$ cat config.mk
export PLATFORM = sky130hd
export DESIGN_NAME = psu_fifo
export DESIGN_NICKNAME = d
export VERILOG_FILES = /design/src/hw/rtl/assert_macros.svh /design/src/hw/rtl/psu_fifo.sv
export SDC_FILE = /design/constraint.sdc
export NUM_CORES = 1
export LEC_CHECK = 0
export BUFFER_PORTS_ARGS = -buffer_cell sky130_fd_sc_hd__buf_2
export CORE_UTILIZATION = 59
export CTS_CLUSTER_SIZE = 20
export DETAILED_ROUTE_END_ITERATION = 16
export PLACE_DENSITY = 0.82
export SYNTH_ARGS = -nofsm -noshare
export SYNTH_HDL_FRONTEND = slang
export SYNTH_SLANG_ARGS = --single-unit
$ cat constraint.sdc
create_clock -name clock -period 6.3 [get_ports clock]
set_input_delay 1.26 -clock clock [delete_from_list [all_inputs] [get_ports clock]]
set_output_delay 1.26 -clock clock [all_outputs]
set_load 0.05 [all_outputs]
$ cat src/hw/rtl/assert_macros.svh
// Concurrent assertion helpers shared by the RTL.
`ifndef ASSERT_MACROS_SVH
`define ASSERT_MACROS_SVH

// Check cond at every rising edge outside reset.
`define ASSERT_ALWAYS(label, clk, rst, cond, msg) \
   label: assert property (@(posedge clk) disable iff (rst) (cond)) else $error(msg);

// Check that ante at an edge implies cons at the same edge.
`define ASSERT_IMPLY(label, clk, rst, ante, cons, msg) \
   label: assert property (@(posedge clk) disable iff (rst) (ante) |-> (cons)) \
      else $error(msg);

`endif

$ cat src/hw/rtl/psu_fifo.sv
module psu_fifo #(
   parameter int WIDTH = 8,
   parameter int DEPTH = 4
) (
   input  logic                         clock,
   input  logic                         reset,
   input  logic                         push,
   input  logic [WIDTH-1:0]             wdata,
   input  logic                         pop,
   output logic [WIDTH-1:0]             rdata,
   output logic [$clog2(DEPTH+1)-1:0]   count,
   output logic                         full,
   output logic                         empty
);
   localparam int PW = (DEPTH > 1) ? $clog2(DEPTH) : 1;
   localparam int CW = $clog2(DEPTH + 1);

   logic [WIDTH-1:0] mem_ff [DEPTH];
   logic [PW-1:0]    wr_ptr_ff, wr_ptr_in;
   logic [PW-1:0]    rd_ptr_ff, rd_ptr_in;
   logic [CW-1:0]    count_ff, count_in;
   logic             do_push, do_pop;

   assign do_push = push && !full;
   assign do_pop  = pop && !empty;
   assign full    = (count_ff == CW'(DEPTH));
   assign empty   = (count_ff == '0);
   assign count   = count_ff;
   assign rdata   = mem_ff[rd_ptr_ff];

   always_comb begin
      wr_ptr_in = wr_ptr_ff;
      rd_ptr_in = rd_ptr_ff;
      count_in  = count_ff;
      if (do_push) begin
         wr_ptr_in = (wr_ptr_ff == PW'(DEPTH - 1)) ? '0 : wr_ptr_ff + 1'b1;
      end
      if (do_pop) begin
         rd_ptr_in = (rd_ptr_ff == PW'(DEPTH - 1)) ? '0 : rd_ptr_ff + 1'b1;
      end
      if (do_push && !do_pop) begin
         count_in = count_ff + 1'b1;
      end else if (do_pop && !do_push) begin
         count_in = count_ff - 1'b1;
      end
   end

   always_ff @(posedge clock) begin
      if (reset) begin
         wr_ptr_ff <= '0;
         rd_ptr_ff <= '0;
         count_ff  <= '0;
      end else begin
         wr_ptr_ff <= wr_ptr_in;
         rd_ptr_ff <= rd_ptr_in;
         count_ff  <= count_in;
      end
   end

   always_ff @(posedge clock) begin
      if (do_push) begin
         mem_ff[wr_ptr_ff] <= wdata;
      end
   end

endmodule

Word level (Yosys, flattened, before mapping) --
Memories as Yosys holds them, arrays and structs flattened. A register that Yosys moved wholly into a read port is not among the register bits. Cells that the tools add are included.
Word-level totals: word-level logic and storage cells 29, memory bits (writable) 32, bits in registers 7, memories 1, output and inout port bits 13, ROM bits 0, bits in latches 0
Operators by class: reduce and logical (&&, ||, !) cells 10, multiply operators 0, bitwise gates (word level) 0, equal/unequal tests 3, magnitude comparators 0, multiplexer cells 8, div/mod/pow operators 0, shifts and indexed selects 0, add/subtract/negate cells 4
Memory list:
- mem_ff | depth 4, width 8, read ports 1, clocked after memory_dff 1, write ports 1, line psu_fifo.sv:18 | logic [WIDTH-1:0] mem_ff [DEPTH];
Operator list (number):
- 2-bit two-way mux | 4
- 3-bit two-way mux | 2
- 2-bit by 1-bit adder with 2-bit output, second input constant | 2
- 2-bit == test, second input constant | 2
- 1-bit logical AND | 4
- 1-bit zero test | 4
- 3-bit by 1-bit adder with 3-bit output, second input constant | 1
- 3-bit == test, second input constant | 1
- 3-bit zero test | 1
- 3-bit by 1-bit subtractor with 3-bit output, second input constant | 1
- 1-bit two-way mux | 2
- 2-bit nonzero test | 1

Logic depth before layout (Yosys ltp) --
depth in word-level cells 7, depth in mapped cells 10, depth with buffers taken out 9

Worst setup path before layout --
No wires, ideal clock.
path kind reg2out, from reg count_ff[0], in the netlist count[0], to out empty, buffers on the path 0, stages on the path, launching flop included 2, arrival time 1695 ps, setup slack 3345 ps, cells stage by stage dfxtp_1 > nor3_1
Between the ends: word-level cells in the longest chain between the ends 1
Ends and longest elaborated chain:
- start: declaration | line psu_fifo.sv:21 | logic [CW-1:0] count_ff, count_in;
- start signal: assignment | line psu_fifo.sv:56 | count_ff <= count_in;
- 3-bit zero test | line psu_fifo.sv:27 | assign empty = (count_ff == '0);
- end: declaration | line psu_fifo.sv:13 | output logic empty
No other way between the ends.

==> reports/qor.txt <==
Synth top cells by count: edfxtp_1 (32), dfxtp_1 (9), mux4_2 (8)
Startpoint types: flop
First-pass GRT wire length: 3780 um
Worst Path Arrival: 1810 ps
Area delta synth->final: 11.6%
Routability cong.: 0.756
Max stage delay on crit path: 680 ps
# fillers: 172
Std-Cell Rows: 18
Peak supply drop: 0.362 mV
Share of cells above drive strength 1: 40.0%
Nets: 138
RSZ-0062 raised after global routing: false
Clk root buf: clkbuf_4
Switching share of total power: 39.5%
Inserted Diodes: 0
IO Pins: 25
CP cell instances: mux4_2 > buf_2
Synthesized Nets: 111
Mapped Cells: 92
Multi-input logic area: 457 sq um
Clock skew: 4.52 ps
Seq/Total Area, Yosys: 69.4%
Max_slew headroom: 64.3%
PD cells: 419 nW/um^2
FF+latch count, synth: 41
Critical path's slowest cell: dfxtp_1
Final number of setup-violating endpoints: 0
Total internal power: 0.465 mW
Die area: 3000 sq um
Setup crit end kind: output port
Via density: 5.73
CORE AREA: 2540 sq um
Comb pwr share: 36.2%
# placed instances: 142
Met1 WL: 996 um
CTS tree: yes
H-Tree Depth: 2
CTS Buffer Depth: 2
Distinct cells, synth: 26
Setup TNS: 0 ps
Fin crit period: 3070 ps
Post-cts repair resize count: 0
Top Layer Used: met4
Synthesized area: 1650 sq um
Synth Flop Type: edfxtp_1
Count of input and output buffers: 24
Final wirelength: 2390 um
Worst reg2reg path depth: 9
Sink Count: 41
Initial antenna violation count: 0
Worst Path Required: 5040 ps
Clock transition at the registers of the reported paths: 120 ps
Fmax: 325 MHz
Wire length on met3: 122 um
Residual DRC count: 0
Vias: 860
Worst skew pair latency: 340 ps
FF+latch area: 1140 sq um
Met2 wire len: 1220 um
Post-route setup slack: 3230 ps
Register share of total power: 47.4%
CP Max Fanout: 8
Leakage: 0.685 nW
Slew Limit Fails: 0
Total grt overflow: 0
EDFF count, synth: 32
Largest net degree at the start of global routing: 14
Async set-or-reset flop fraction in the synthesized netlist: 0%
Dpl ws: 3280 ps
MaxCap Viol Count: 0
DR iter-0 viols: 9
Vias in the first global route: 781
DIE WIDTH: 54.8 um
Share of the synthesized area in the top cell type: 58.4%
Tcrit/Tclk final: 48.8%
CTS buffer count: 5
Final hold violation count: 0
Post-Layout Cell Count: 150
Clock Power Share: 16.5%
Vert. Die Dim: 54.8 um
Final antenna-violating net count: 0
Cell depth of the worst hold path: 2
Most frequent cell after synthesis: edfxtp_1
Total setup buffers inserted after CTS: 0
Starting density of the core: 64.7%
Syn Area/Cell: 17.9 sq um
NetSw: 0.304 mW
HPWL Detailed: 1770 um
Top area cells in the synthesized netlist: edfxtp_1 (58%), dfxtp_1 (11%), mux4_2 (11%)
Tightest Pin Transition: 535 ps
WL per Instance: 15.9 um
Setup CP Type: reg -> out
Status: finished, final reports clean
GRT Total Usage: 20.0%
Ys Warns: 0
CTS Hold Buffers Added: 0
Worst Hold Class: reg -> reg
Dominant cell type by area after synthesis: edfxtp_1
DRT Pass-1 Iters: 4
-- per-stage QoR --
step	area (sq um)	hold slack, ps	power (mW)	util [%]
6_report	1840	529	0.769	72.1
5_1_grt	1840	562	0.809	72.1
4_1_cts	1840	530	0.775	72.1
3_5_place_dp	1780	509	0.653	69.9
3_3_place_gp	1780	474	0.642	69.9
2_1_floorplan	1650	463	0.596	-
-- critical path, delay by kind of cell (launching register included) --
| family | cells | cell delay [ps] |
|---|---|---|
| mux | 1 | 560 |
| flops | 1 | 680 |
| buf+inv | 1 | 220 |
-- cells in the final DEF, fill, tap and decap left out --
cell,count
a21oi_1,3
and3_2,4
buf_2,24
clkbuf_1,1
clkbuf_4,5
clkinv_4,1
clkinvlp_4,2
dfxtp_1,9
edfxtp_1,32
fa_1,1
ha_1,6
inv_1,4
mux2i_1,2
mux4_2,8
nand2_1,1
nand3_1,2
nor2_1,3
nor2_2,1
nor3_1,2
o21ai_0,1
o21ai_1,1
o31ai_2,2
or3_1,1
or3_2,1
or3b_1,1
xor2_1,2
-- worst paths after layout --
check	endpoint	from	slack, ps
setup / recovery	rdata[3]	flop	3230
hold / removal	flop	rd_ptr_ff[0]	530
setup reg to reg	count[2]	count[1]	3900
hold reg to reg	flop	rd_ptr_ff[0]	530
-- flip-flops by register name, indices dropped and copies added (netlist names), named ones only --
register,count
mem_ff,32
wr_ptr_ff,2
rd_ptr_ff,2
count,3
-- power by group through the flow --
stage / registers (mW) / clock network [mW] / logic [mW]
after floorplan: 0.374 / 0 / 0.221
after global placement: 0.369 / 0 / 0.274
after detailed placement: 0.372 / 0 / 0.281
after CTS: 0.366 / 0.128 / 0.281
after global routing: 0.372 / 0.138 / 0.299
final: 0.364 / 0.127 / 0.278
-- cells by family after synthesis --
kind of cell             count (synthesis)  synth area share [%]
multiplexers                            10                  12.2
AND/OR/NAND/NOR                         16                  5.70
buffers and inverters                    9                  2.89
adder cells (fa/ha/maj)                  7                  5.78
AO/OA/AOI/OAI                            7                  3.04
flip-flops                              41                  69.4
XOR/XNOR                                 2                  1.06
-- layer usage --
layer  vias up  GRT usage (%)
met2        18           31.7
met1       424           23.2
met3         8           8.33
met5         -              0
met4         0           10.3
li1        410              -
-- final cells by class --
cell class | instances | area share, %
flip-flops and latches | 41 | 62.2
multi-input cells | 42 | 24.9
repair buffers | 24 | 6.54
clock buffers | 6 | 2.25
well taps | 30 | 2.04
inverters | 5 | 1.30
clock inverters | 2 | 0.818
No activity file was read; power rests on OpenSTA's default activity.
