[src/hw/rtl/assert_macros.svh]
// Concurrent assertion helpers shared by the RTL.
`ifndef ASSERT_MACROS_SVH
`define ASSERT_MACROS_SVH

// Check cond at every rising edge outside reset.
`define ASSERT_ALWAYS(label, clk, rst, cond, msg) \
   label: assert property (@(posedge clk) disable iff (rst) (cond)) else $error(msg);

// Check that ante at an edge implies cons at the same edge.
`define ASSERT_IMPLY(label, clk, rst, ante, cons, msg) \
   label: assert property (@(posedge clk) disable iff (rst) (ante) |-> (cons)) \
      else $error(msg);

`endif

[src/hw/rtl/psu_pkg.sv]
package psu_pkg;

   // Row filter codes; anything above Paeth is held as FLT_BAD.
   typedef enum logic [2:0] {
      FLT_NONE  = 3'd0,
      FLT_SUB   = 3'd1,
      FLT_UP    = 3'd2,
      FLT_AVG   = 3'd3,
      FLT_PAETH = 3'd4,
      FLT_BAD   = 3'd5
   } filter_type;

   // Register indexes on the csr port.
   localparam logic [1:0] CSR_BPP      = 2'd0;
   localparam logic [1:0] CSR_ROW_LEN  = 2'd1;
   localparam logic [1:0] CSR_ROWS     = 2'd2;

   localparam int CSR_IDX_W  = 2;
   localparam int CSR_DATA_W = 16;
   localparam int BPP_W      = 4;
   localparam int ROW_LEN_W  = 14;
   localparam int ROWS_W     = 16;

   localparam logic [BPP_W-1:0]     BPP_RESET     = 4'd4;
   localparam logic [ROW_LEN_W-1:0] ROW_LEN_RESET = 14'd4096;
   localparam logic [ROWS_W-1:0]    ROWS_RESET    = 16'd1;

   // Queue depths between front and back, and in front of the result port.
   localparam int MID_DEPTH = 4;
   localparam int OUT_DEPTH = 4;

   // Per-byte control that the front hands to the back.
   typedef struct packed {
      filter_type filter;
      logic       first_row;
      logic       row_end;
      logic       image_end;
   } ctl_type;

   // One result word.
   typedef struct packed {
      logic [7:0] pixel_byte;
      logic       row_end;
      logic       image_end;
      logic       bad_filter;
   } rsp_type;

   function automatic logic [7:0] paeth(input logic [7:0] a, input logic [7:0] b,
                                        input logic [7:0] c);
      logic signed [10:0] p;
      logic signed [10:0] da;
      logic signed [10:0] db;
      logic signed [10:0] dc;
      logic [10:0]        pa;
      logic [10:0]        pb;
      logic [10:0]        pc;
      p  = $signed({3'b000, a}) + $signed({3'b000, b}) - $signed({3'b000, c});
      da = p - $signed({3'b000, a});
      db = p - $signed({3'b000, b});
      dc = p - $signed({3'b000, c});
      pa = da[10] ? 11'(-da) : 11'(da);
      pb = db[10] ? 11'(-db) : 11'(db);
      pc = dc[10] ? 11'(-dc) : 11'(dc);
      if (pa <= pb && pa <= pc) begin
         return a;
      end else if (pb <= pc) begin
         return b;
      end
      return c;
   endfunction

endpackage

[src/hw/rtl/psu_front.sv]
module psu_front #(
   parameter int MAX_ROW_BYTES = 8192
) (
   input  logic                                              clock,
   input  logic                                              reset,
   input  logic                                              take,
   input  logic [7:0]                                        stream_byte,
   input  logic [$clog2(MAX_ROW_BYTES+1)-1:0]                eff_len,
   input  logic [psu_pkg::ROWS_W-1:0]                        eff_rows,
   output logic                                              item_valid,
   output logic [7:0]                                        item_byte,
   output logic [((MAX_ROW_BYTES > 1) ? $clog2(MAX_ROW_BYTES) : 1)-1:0] item_col,
   output psu_pkg::ctl_type                                  item_ctl
);
   import psu_pkg::*;

   localparam int ADDR_W = (MAX_ROW_BYTES > 1) ? $clog2(MAX_ROW_BYTES) : 1;
   localparam int LEN_W  = $clog2(MAX_ROW_BYTES + 1);
   localparam int CW     = (ADDR_W + 1 > LEN_W) ? ADDR_W + 1 : LEN_W;

   logic              await_ff, await_in;
   logic              first_ff, first_in;
   logic [ADDR_W-1:0] col_ff, col_in;
   logic [ROWS_W-1:0] row_ff, row_in;
   filter_type        filt_ff, filt_in;
   logic [CW-1:0]     col_next;
   logic [ROWS_W:0]   row_next;
   logic              rend, iend;

   assign col_next = CW'(col_ff) + 1'b1;
   assign row_next = {1'b0, row_ff} + 1'b1;
   assign rend     = (col_next >= CW'(eff_len));
   assign iend     = rend && (row_next >= {1'b0, eff_rows});

   assign item_valid         = take && !await_ff;
   assign item_byte          = stream_byte;
   assign item_col           = col_ff;
   assign item_ctl.filter    = filt_ff;
   assign item_ctl.first_row = first_ff;
   assign item_ctl.row_end   = rend;
   assign item_ctl.image_end = iend;

   always_comb begin
      await_in = await_ff;
      first_in = first_ff;
      col_in   = col_ff;
      row_in   = row_ff;
      filt_in  = filt_ff;
      if (take) begin
         if (await_ff) begin
            // latch the row's filter code
            filt_in  = (stream_byte > 8'(FLT_PAETH)) ? FLT_BAD
                     : filter_type'(stream_byte[2:0]);
            await_in = 1'b0;
            col_in   = '0;
         end else if (rend) begin
            col_in   = '0;
            await_in = 1'b1;
            if (iend) begin
               row_in   = '0;
               first_in = 1'b1;
            end else begin
               row_in   = row_next[ROWS_W-1:0];
               first_in = 1'b0;
            end
         end else begin
            col_in = col_next[ADDR_W-1:0];
         end
      end
   end

   always_ff @(posedge clock) begin
      if (reset) begin
         await_ff <= 1'b1;
         first_ff <= 1'b1;
         col_ff   <= '0;
         row_ff   <= '0;
         filt_ff  <= FLT_NONE;
      end else begin
         await_ff <= await_in;
         first_ff <= first_in;
         col_ff   <= col_in;
         row_ff   <= row_in;
         filt_ff  <= filt_in;
      end
   end

endmodule

[config.mk]
export PLATFORM = sky130hd
export DESIGN_NAME = psu_front
export DESIGN_NICKNAME = d
export VERILOG_FILES = /design/src/hw/rtl/assert_macros.svh /design/src/hw/rtl/psu_pkg.sv /design/src/hw/rtl/psu_front.sv
export SDC_FILE = /design/constraint.sdc
export NUM_CORES = 1
export LEC_CHECK = 0
export BUFFER_PORTS_ARGS = -buffer_cell sky130_fd_sc_hd__buf_4
export CORE_MARGIN = 2
export CORE_UTILIZATION = 45
export CTS_CLUSTER_DIAMETER = 120
export DETAILED_ROUTE_END_ITERATION = 10
export PLACE_DENSITY = 0.66
export SLEW_MARGIN = 5
export SYNTH_ARGS = -nofsm -noshare
export SYNTH_HDL_FRONTEND = slang
export SYNTH_SLANG_ARGS = --single-unit
[constraint.sdc]
create_clock -name clock -period 4.5 [get_ports clock]
set_input_delay 0.9 -clock clock [delete_from_list [all_inputs] [get_ports clock]]
set_output_delay 0.9 -clock clock [all_outputs]
set_load 0.02 [all_outputs]
After elaboration in Yosys (flattened, before gate mapping)
Cells that the tools add are included.
Word-level totals
  input port bits: 41
  memory bits (writable): 0
  bits in read-only memories: 0
  logic and storage cells: 23
  bits in latches: 0
  flip-flop bits (word level): 34
  memories kept: 0
  output and inout bits: 28
Operators by class
  reductions and logical operators: 5
  equality and inequality tests: 0
  multiplexer cells: 7
  bitwise logic cells: 1
  div/mod/pow operators: 0
  shift operators: 0
  $add $sub $neg: 2
  $mul: 0
  order comparisons: 3
Operators with widths (number)
  13-bit two-way mux: 2
  16-bit by 1-bit adder with 17-bit output, second input constant: 1
  17-bit by 16-bit greater-or-equal comparator with 1-bit output: 1
  16-bit two-way mux: 1
  13-bit by 1-bit adder with 14-bit output, second input constant: 1
  14-bit greater-or-equal comparator: 1
  8-bit by 3-bit > comparator with 1-bit output, second input constant: 1
  1-bit two-way mux: 3
  3-bit two-way mux: 1
  3-bit AND reduction: 1
  1-bit logical AND: 2
  2-bit AND reduction: 1
  1-bit logical NOT: 1
  1-bit inverter: 1

Depth between registers and ports, before layout
Gate-level depths: netlist of run 1.
  depth after elaboration: 4
  mapped depth: 13

Worst setup path before layout of run 1
Ideal clock, no wire load.
  kind: reg-to-output
  start point: reg col_ff[0] (netlist: item_col[0])
  end point: out item_ctl[0] (netlist name)
  stages on the path, launching flop included: 13
  arrival time: 2848 ps
  required time: 3600 ps
  setup slack: 752 ps
  cell sequence: dfxtp_1 -> ha_1 -> and3_1 -> and3_1 -> nand3_1 -> xnor2_1 -> ha_1 -> a21o_1 -> a221o_1 -> a211oi_2 -> nor2_1 -> o21a_1 -> buf_4
Between the ends
  longest elaborated chain between the ends: 3
RTL lines
  start, declared: RTL line psu_front.sv:23  | logic [ADDR_W-1:0] col_ff, col_in;
  start signal, assigned: RTL line psu_front.sv:82  | col_ff <= col_in;
  13-bit by 1-bit adder with 14-bit output: RTL line psu_front.sv:30  | assign col_next = CW'(col_ff) + 1'b1;
  14-bit greater-or-equal comparator: RTL line psu_front.sv:32  | assign rend = (col_next >= CW'(eff_len));
  via rend: RTL line psu_front.sv:28  | logic rend, iend;
  1-bit logical AND: RTL line psu_front.sv:33  | assign iend = rend && (row_next >= {1'b0, eff_rows});
  end, declared: RTL line psu_front.sv:13  | output psu_pkg::ctl_type item_ctl
The timed path passes the listed nets, and every way through them passes these cells.

==> results of run 1 <==
[power breakdown]
part | internal, mW | switching [mW]
Sequential | 0.303 | 0.00250
Clock | 0.118 | 0.109
Combinational | 0.0453 | 0.0467
Total | 0.467 | 0.159
[worst paths after layout]
path,startpoint,to,slack (ps),depth (start not counted)
min,filt_ff[2],filt_ff[2],510,2
max reg2reg,row_ff[0],row_ff[9],910,14
max,item_col[0],item_ctl[0],280,12
min reg2reg,filt_ff[2],filt_ff[2],510,2
[worst reg2reg max path, cell delays in order (launching register included)]
cell     delay (ps)
dfxtp_1         400
ha_1            240
nand3_1         270
nor2_2          340
nand2_1         120
xnor2_1         190
ha_1            290
and3_1          200
a41o_1          270
nand2_1          70
o21ai_1          80
buf_4           210
nor4b_4         440
buf_4           260
a22o_1          160
[state kept, by name, indices dropped and copies added (netlist names)]
signal	count
await_ff	1
filt_ff	3
first_ff	1
item_col	13
row_ff	16
[kinds of logic (layout without fill, tap and decap cells)]
| group | after synthesis | after routing | synth area share (%) |
|---|---|---|---|
| AOI/OAI and AO/OA | 81 | 81 | 21.2 |
| xor gates and xnor gates | 20 | 20 | 6.41 |
| adders and majority gates | 32 | 32 | 14.6 |
| buffers and inverters | 57 | 113 | 9.70 |
| DFF | 34 | 34 | 24.9 |
| muxes | 2 | 2 | 0.778 |
| and+or+nand+nor | 112 | 112 | 22.4 |
[stage by stage]
stage / setup WS (ps) / util, % / area [µm²] / total power [mW] / hold slack, ps
after floorplan: 752 / - / 2730 / 0.362 / 472
after global placement: 742 / 54.8 / 3230 / 0.404 / 498
after detailed placement: 633 / 54.8 / 3230 / 0.405 / 502
after CTS: 319 / 56.2 / 3310 / 0.634 / 518
after global routing: 79.5 / 56.2 / 3310 / 0.655 / 553
final: 279 / 56.2 / 3310 / 0.625 / 513
[cell type report]
class | instances | area, µm² | share of cell area [%]
Multi-Input combinational cell | 247 | 1790 | 54.0
Sequential cell | 34 | 681 | 20.6
Timing Repair Buffer | 70 | 526 | 15.9
Inverter | 37 | 139 | 4.20
Tap cell | 75 | 93.8 | 2.84
Clock buffer | 6 | 82.6 | 2.50
[synth_stat cells (4+ instances only)]
cell and number:
nand3_1 17, ha_1 32, nor2_1 24, buf_4 11, or2_2 6, o41ai_1 4
a21oi_1 18, dfxtp_1 34, and3_1 7, nand4_1 4, nor3_1 8, nor2b_1 6
inv_1 37, a22o_1 14, nand2_1 18, o31ai_1 5, xor2_1 7, clkbuf_1 6
o21ai_1 9, xnor2_1 13, a22oi_1 5, and2_1 5
[routing by layer]
layer  up-vias  routed length [µm]  GRT usage (%)
met5         -                   0              0
met4         0                  46           5.67
li1       1315                   -              -
met2        78                3130           34.6
met3         7                 321           3.30
met1      1177                3030           28.0
==> summary.txt, run 1 <==
Status
  – Status: finished, final reports clean

Finish
  – Area grow syn2layout: 21.1%
  – Final #Nets: 468
  – Number of diodes: 0
  – Most frequent cells in the layout: buf_4, inv_1, dfxtp_1
  – Fill cell count: 571
  – Commonest non-fill, non-tap cell in the layout: buf_4
  – Share of layout cells above drive strength 1: 23.1%
  – Final Non-Filler Cells: 469

Critical path
  – CP bufs+invs: 1
  – Slowest cell on the critical path: dfxtp_1
  – Crit path capture type: output pin
  – CP startpoint kind: flop
  – CP required: 3600 ps
  – Type of the worst setup path: reg -> out
  – Crit-path cells: ha_1 -> and3_1 -> and3_1 -> nand3_1 -> xnor2_1 -> ha_1 -> a21o_1 -> a221o_1 -> a211oi_2 -> nor2_1 -> o21a_1 -> buf_4
  – Critical Path AT: 3320 ps
  – CP max stage delay: 440 ps
  – Crit-path leading delay family: compound AO/OA/AOI/OAI gates
  – Worst Path Max Fanout: 6

Synthesis
  – Sequential fraction of the synthesis area: 24.9%
  – Yosys warning total: 0
  – Syn_area_per_cell: 8.09 µm²
  – Synth area leaders: dfxtp_1, ha_1, inv_1
  – Synthesized flop and latch total: 34
  – Fraction of registers with async set/reset: 0%
  – Number of synthesized flops with an enable pin: 0
  – Top_reg_cell synth: dfxtp_1
  – Synth unique cells: 53
  – Cell taking the most area after synthesis: dfxtp_1
  – Mapped Area: 0.00273 mm²
  – Mapped Cells: 338
  – Yosys top cell area share: 24.9%
  – Post-Syn Nets: 411

Clock tree
  – Post-CTS sizing: 0
  – CTS root buffer: clkbuf_8
  – TritonCTS clock tree: built
  – Clk sinks: 34
  – Post-CTS repair timing setup buffer count: 0
  – Clock Pin Slew Worst Setup and Hold Paths: 70 ps
  – Clk buf depth: 2
  – CTS H-tree depth: 2
  – CTS Hold Buffers Added: 0
  – Clock latency on the worst-skew pair: 290 ps
  – Total CTS buffers: 5

Floorplan
  – Die extent in y: 81.9 µm
  – Ports: 69
  – Die width: 81.9 µm
  – FP Rows: 28
  – Die ar.: 0.00671 mm²
  – Core area: 0.00589 mm²
  – Starting density of the core: 46.4%

STA
  – Fmax: 237 MHz
  – RSZ-0062 raised after global routing: no
  – TNS Setup: 0 ps
  – Hold Fails Final Rpt: 0
  – Slew Limit Fails: 0
  – Period utilization: 93.8%
  – Final setup violating endpoints: 0
  – Layout Skew: 7.45 ps
  – Worst rel slew slack: 46.6%
  – Minimum clock period: 4220 ps
  – Actual slew at the worst max-slew pin: 796 ps

Global route
  – GRT Total Usage: 20.8%
  – First-pass GRT wire length: 11,000 µm
  – Largest net degree at the start of global routing: 31
  – Initial antenna violation count: 0
  – Vias in the first global route: 2,436
  – Total grt overflow: 0

Place
  – Inst Count DP: 463
  – HPWL Detailed: 5040 µm
  – Input/output buffers: 68
  – GPL Wtd Cong: 0.859

Detailed routing
  – First drt pass iteration count: 4
  – DRT Wirelength: 6530 µm
  – Remaining antenna violation count: 0
  – Iter 0 DRT Violations: 154
  – DR DRC count: 0
  – Vias per inst: 5.49
  – WL/cell: 13.9 µm
  – Vias: 2,577

Power and ir drop
  – Leakage power: 1.64 nW
  – Pwr/cell area: 189 mW/mm²
  – VDD IR-drop max: 133 µV

Job
  – Max-cap violations: 0

Min path
  – Worst min path class: reg -> reg
Power figures use the tool's default switching activity.
==> inputs of run 2 (changes only) <==
--- a/config.mk
+++ b/config.mk
@@ -6,11 +6,13 @@
 export NUM_CORES = 1
 export LEC_CHECK = 0
 export BUFFER_PORTS_ARGS = -buffer_cell sky130_fd_sc_hd__buf_4
+export CELL_PAD_IN_SITES_DETAIL_PLACEMENT = 0
+export CELL_PAD_IN_SITES_GLOBAL_PLACEMENT = 1
 export CORE_MARGIN = 2
-export CORE_UTILIZATION = 45
+export CORE_UTILIZATION = 39
 export CTS_CLUSTER_DIAMETER = 120
 export DETAILED_ROUTE_END_ITERATION = 10
-export PLACE_DENSITY = 0.66
+export PLACE_DENSITY = 0.77
 export SLEW_MARGIN = 5
 export SYNTH_ARGS = -nofsm -noshare
 export SYNTH_HDL_FRONTEND = slang
==> summary.txt, run 2 (synthesis results as in run 1) <==
Detailed routing
  – Iter 0 DRT Violations: 107
  – DRT Wirelength: 6510 µm
  – First drt pass iteration count: 4
  – Vias per inst: 5.18
  – Remaining antenna violation count: 0
  – Vias: 2,553
  – WL/cell: 13.2 µm
  – DR DRC count: 0

Place
  – GPL Wtd Cong: 0.890
  – Dpl cell area: 0.00326 mm²
  – Input/output buffers: 68
  – HPWL Detailed: 5110 µm
  – Inst Count DP: 485
  – Place WS: 611 ps

Floorplan
  – FP Rows: 30
  – Die ar.: 0.00770 mm²
  – Core area: 0.00679 mm²
  – Ports: 69
  – Starting density of the core: 40.2%
  – Die extent in y: 87.7 µm
  – Die width: 87.7 µm

STA
  – TNS Setup: 0 ps
  – Actual slew at the worst max-slew pin: 784 ps
  – Minimum clock period: 4230 ps
  – Final setup violating endpoints: 0
  – RSZ-0062 raised after global routing: no
  – Slew Limit Fails: 0
  – Hold_ws: 522 ps
  – Worst rel slew slack: 47.4%
  – Layout Skew: 4.76 ps
  – Worst setup margin: 270 ps
  – Hold Fails Final Rpt: 0
  – Period utilization: 94.0%
  – Fmax: 236 MHz

Clock tree
  – Total CTS buffers: 5
  – TritonCTS clock tree: built
  – Post-CTS repair timing setup buffer count: 0
  – Post-CTS sizing: 0
  – Clk buf depth: 2
  – CTS root buffer: clkbuf_8
  – Clock latency on the worst-skew pair: 280 ps
  – Clk sinks: 34
  – CTS Hold Buffers Added: 0
  – CTS H-tree depth: 2
  – Clock Pin Slew Worst Setup and Hold Paths: 70 ps

Finish
  – Final core occ: 49.3%
  – Share of layout cells above drive strength 1: 23.4%
  – Most frequent cells in the layout: buf_4, inv_1, dfxtp_1
  – Final Non-Filler Cells: 493
  – Design area: 0.00335 mm²
  – Largest register FFs: 16
  – Final #Nets: 469
  – Top reg by flops: row_ff
  – Number of diodes: 0
  – Area grow syn2layout: 22.6%
  – Fill cell count: 681
  – Commonest non-fill, non-tap cell in the layout: buf_4

Power and ir drop
  – Leakage power: 1.64 nW
  – Sw power: 159 µW
  – Net Sw Frac: 25.2%
  – Clock share of power: 37.1%
  – Reg power frac: 48.4%
  – Overall power: 631 µW
  – Pwr/cell area: 188 mW/mm²
  – VDD IR-drop max: 156 µV
  – Logic gate share of total power: 14.5%
  – Pint: 472 µW

Critical path
  – Critical Path AT: 3330 ps
  – Worst Path Max Fanout: 6
  – Worst reg-to-reg setup slack: 920 ps
  – CP startpoint kind: flop
  – Crit path capture type: output pin
  – Type of the worst setup path: reg -> out
  – CP required: 3600 ps

Global route
  – GRT Total Usage: 16.9%
  – Vias in the first global route: 2,356
  – First-pass GRT wire length: 10,500 µm
  – Largest net degree at the start of global routing: 31
  – Initial antenna violation count: 0
  – Total grt overflow: 0

Status
  – Status: finished, final reports clean

Job
  – Max-cap violations: 0

Min path
  – Worst min path class: reg -> reg
run 2: power by group through the flow:
stage	clock [mW]	sequential (mW)	combinational, mW
3_3_place_gp	0	0.313	0.0915
5_1_grt	0.254	0.306	0.101
6_report	0.234	0.306	0.0914
3_5_place_dp	0	0.313	0.0922
4_1_cts	0.241	0.306	0.0927
2_1_floorplan	0	0.315	0.0469
run 2: path summary, 6_finish.rpt:
path                     from          end  depth (start not counted)
setup / recovery  item_col[0]  item_ctl[0]                         12
hold / removal     filt_ff[2]   filt_ff[2]                          2
setup reg to reg  item_col[0]   row_ff[11]                         13
hold reg to reg    filt_ff[2]   filt_ff[2]                          2
run 2: final cells by class:
cell class / instances / area, µm² / share of cell area (%)
Multi-Input combinational cell: 247 / 1790 / 53.3
Clock buffer: 7 / 86.3 / 2.58
Clock inverter: 1 / 5.00 / 0.149
Inverter: 37 / 139 / 4.14
Timing Repair Buffer: 71 / 533 / 15.9
Tap cell: 96 / 120 / 3.58
Sequential cell: 34 / 681 / 20.3
run 2: per-layer routing:
metal,part of all wire (%),up-vias,track usage [%]
met5,0,-,0
met4,0.95,0,3.08
met3,5.0,6,3.96
met2,45,69,28.0
met1,49,1156,22.7
li1,-,1322,-
run 2: critical path: stages (launching register included):
cell and delay [ps]:
dfxtp_1 440, ha_1 220, and3_1 220, and3_1 240
nand3_1 110, xnor2_1 220, ha_1 300, a21o_1 210
a221o_1 360, a211oi_2 310, nor2_1 130, o21a_1 140
buf_4 150
==> inputs of run 3 (changes only) <==
==> constraint.sdc (replaced) <==
create_clock -name clock -period 4 [get_ports clock]
set_input_delay 0.8 -clock clock [delete_from_list [all_inputs] [get_ports clock]]
set_output_delay 0.8 -clock clock [all_outputs]
set_load 0.02 [all_outputs]
==> summary.txt, run 3 (synthesis results as in run 1) <==
Clock tree
  – Total CTS buffers: 5
  – Clk buf depth: 2
  – TritonCTS clock tree: built
  – Clock Pin Slew Worst Setup and Hold Paths: 80 ps
  – CTS Hold Buffers Added: 0
  – Clk sinks: 34
  – CTS root buffer: clkbuf_8
  – Clock latency on the worst-skew pair: 290 ps
  – CTS H-tree depth: 2

Place
  – Dpl cell area: 0.00328 mm²
  – HPWL Detailed: 5190 µm
  – Input/output buffers: 68
  – GPL Wtd Cong: 0.827

Power and ir drop
  – Clock share of power: 37.9%
  – Logic gate share of total power: 14.5%
  – Net Sw Frac: 26.4%
  – Leakage power: 1.67 nW
  – Pwr/cell area: 210 mW/mm²
  – Sw power: 190 µW
  – Reg power frac: 47.6%
  – VDD IR-drop max: 173 µV
  – Overall power: 721 µW
  – Pint: 531 µW

Finish
  – Area grow syn2layout: 25.6%
  – Register Area: 687 µm²
  – Final core occ: 50.6%
  – Design area: 0.00343 mm²
  – Fill cell count: 681
  – Largest register FFs: 16
  – Area occupied by multi-input gates: 0.00183 mm²
  – Top reg by flops: row_ff
  – Commonest non-fill, non-tap cell in the layout: buf_4
  – Number of diodes: 0
  – Final #Nets: 473
  – Share of layout cells above drive strength 1: 26.9%
  – Most frequent cells in the layout: buf_4, inv_1, dfxtp_1

Global route
  – GRT Total Usage: 17.6%
  – Total grt overflow: 0
  – First-pass GRT wire length: 10,800 µm
  – Largest net degree at the start of global routing: 31
  – Vias in the first global route: 2,359
  – Initial antenna violation count: 0

Detailed routing
  – M1 WL: 3160 µm
  – WL/cell: 13.2 µm
  – Remaining antenna violation count: 0
  – DRT Wirelength: 6580 µm
  – Met3 WL: 291 µm
  – DR DRC count: 0
  – Vias: 2,579
  – First drt pass iteration count: 4
  – Metal2 WL: 3000 µm
  – Iter 0 DRT Violations: 86
  – Vias per inst: 5.19
  – Top Metal Used: met4

Critical path
  – Crit-path leading delay family: compound AO/OA/AOI/OAI gates
  – RR Endpoint: row_ff[6]
  – CP max stage delay: 370 ps
  – Levels on crit path: 12
  – CP startpoint kind: flop
  – Type of the worst setup path: reg -> out
  – Crit-path cells: ha_2 -> and3_4 -> and3_4 -> nand3_1 -> xnor2_2 -> ha_1 -> a21o_1 -> a221o_1 -> a211oi_4 -> nor2_2 -> o21a_1 -> buf_4
  – Worst Setup SP: item_col[1]
  – Crit path capture type: output pin
  – CP dominant cell by count: and3_4
  – Reg2Reg Launch Point: item_col[1]
  – Slowest cell on the critical path: dfxtp_4
  – Worst reg-to-reg setup slack: 540 ps
  – Worst Path Max Fanout: 5
  – Worst r2r path cells: 13
  – CP bufs+invs: 1
  – Critical Path AT: 3070 ps
  – Critical Path End: item_ctl[0]
  – CP required: 3200 ps

Floorplan
  – Core area: 0.00679 mm²
  – FP Rows: 30
  – Die ar.: 0.00770 mm²
  – Starting density of the core: 40.2%
  – Die width: 87.7 µm
  – Ports: 69
  – Die extent in y: 87.7 µm

Min path
  – Worst min path class: reg -> reg

STA
  – Worst rel slew slack: 45.0%
  – Final setup violating endpoints: 0
  – Layout Skew: 11.8 ps
  – Fmax: 258 MHz
  – Slew Limit Fails: 0
  – Actual slew at the worst max-slew pin: 821 ps
  – Hold Fails Final Rpt: 0
  – Minimum clock period: 3870 ps
  – Period utilization: 96.8%

Status
  – Status: finished, final reports clean

Job
  – Max-cap violations: 0
## run 3: power groups by stage
stage | sequential [mW] | combinational [mW] | clock [mW]
floorplan | 0.354 | 0.0527 | 0
global placement | 0.351 | 0.104 | 0
detailed placement | 0.351 | 0.105 | 0
CTS | 0.344 | 0.106 | 0.284
global route | 0.343 | 0.116 | 0.293
finish | 0.343 | 0.105 | 0.273
## run 3: worst min-delay path by stage
stage | from | to | slack, ps | cells after the start
after CTS | item_col[10] | item_col[10] | 520 | 2
after floorplan | first_ff | first_ff | 470 | 2
after detailed placement | filt_ff[2] | filt_ff[2] | 510 | 2
after global placement | filt_ff[2] | filt_ff[2] | 500 | 2
after global routing | filt_ff[2] | filt_ff[2] | 530 | 2
final | item_col[6] | item_col[6] | 510 | 2
## run 3: per-layer routing
metal	up-vias	global-route usage, %
met1	1183	24.1
li1	1327	-
met2	58	27.9
met5	-	0
met3	11	3.39
met4	0	5.45
## run 3: timing repair
| action | 4_1_cts | 5_1_grt |
|---|---|---|
| resized for setup | 3 | 10 |
| pin swaps | 1 | 3 |
| setup buffers | 1 | 1 |
| endpoints found under the setup margin | 2 | 2 |
| cloned | 0 | 0 |
## run 3: per-stage QoR
| stage | hold slack (ps) | worst slack (ps) | cells | setup TNS [ps] |
|---|---|---|---|---|
| after floorplan | 472 | 352 | 338 | 0 |
| after global placement | 504 | 318 | 487 | 0 |
| after detailed placement | 508 | 221 | 487 | 0 |
| after CTS | 518 | 32.3 | 496 | 0 |
| after global routing | 533 | -5.10 | 497 | -5.10 |
| final | 513 | 128 | 497 | 0 |
## run 3: worst reg2reg max path, cell delays in order, from the launching register on
cell and delay [ps]:
dfxtp_4 370, ha_2 180, and3_4 200, nand3_1 100
and2_1 190, or2_2 290, ha_1 260, and2_1 140
o2111a_1 240, a211oi_4 80, buf_4 160, o31ai_2 720
o31ai_1 170, a22o_1 260
## run 3: final cells by class
cell class / count / area share (%)
multi-input cells: 247 / 53.3
flip-flops and latches: 34 / 20.0
inverters: 37 / 4.04
repair buffers: 75 / 16.4
clock inverters: 2 / 0.364
well taps: 96 / 3.50
clock buffers: 6 / 2.40
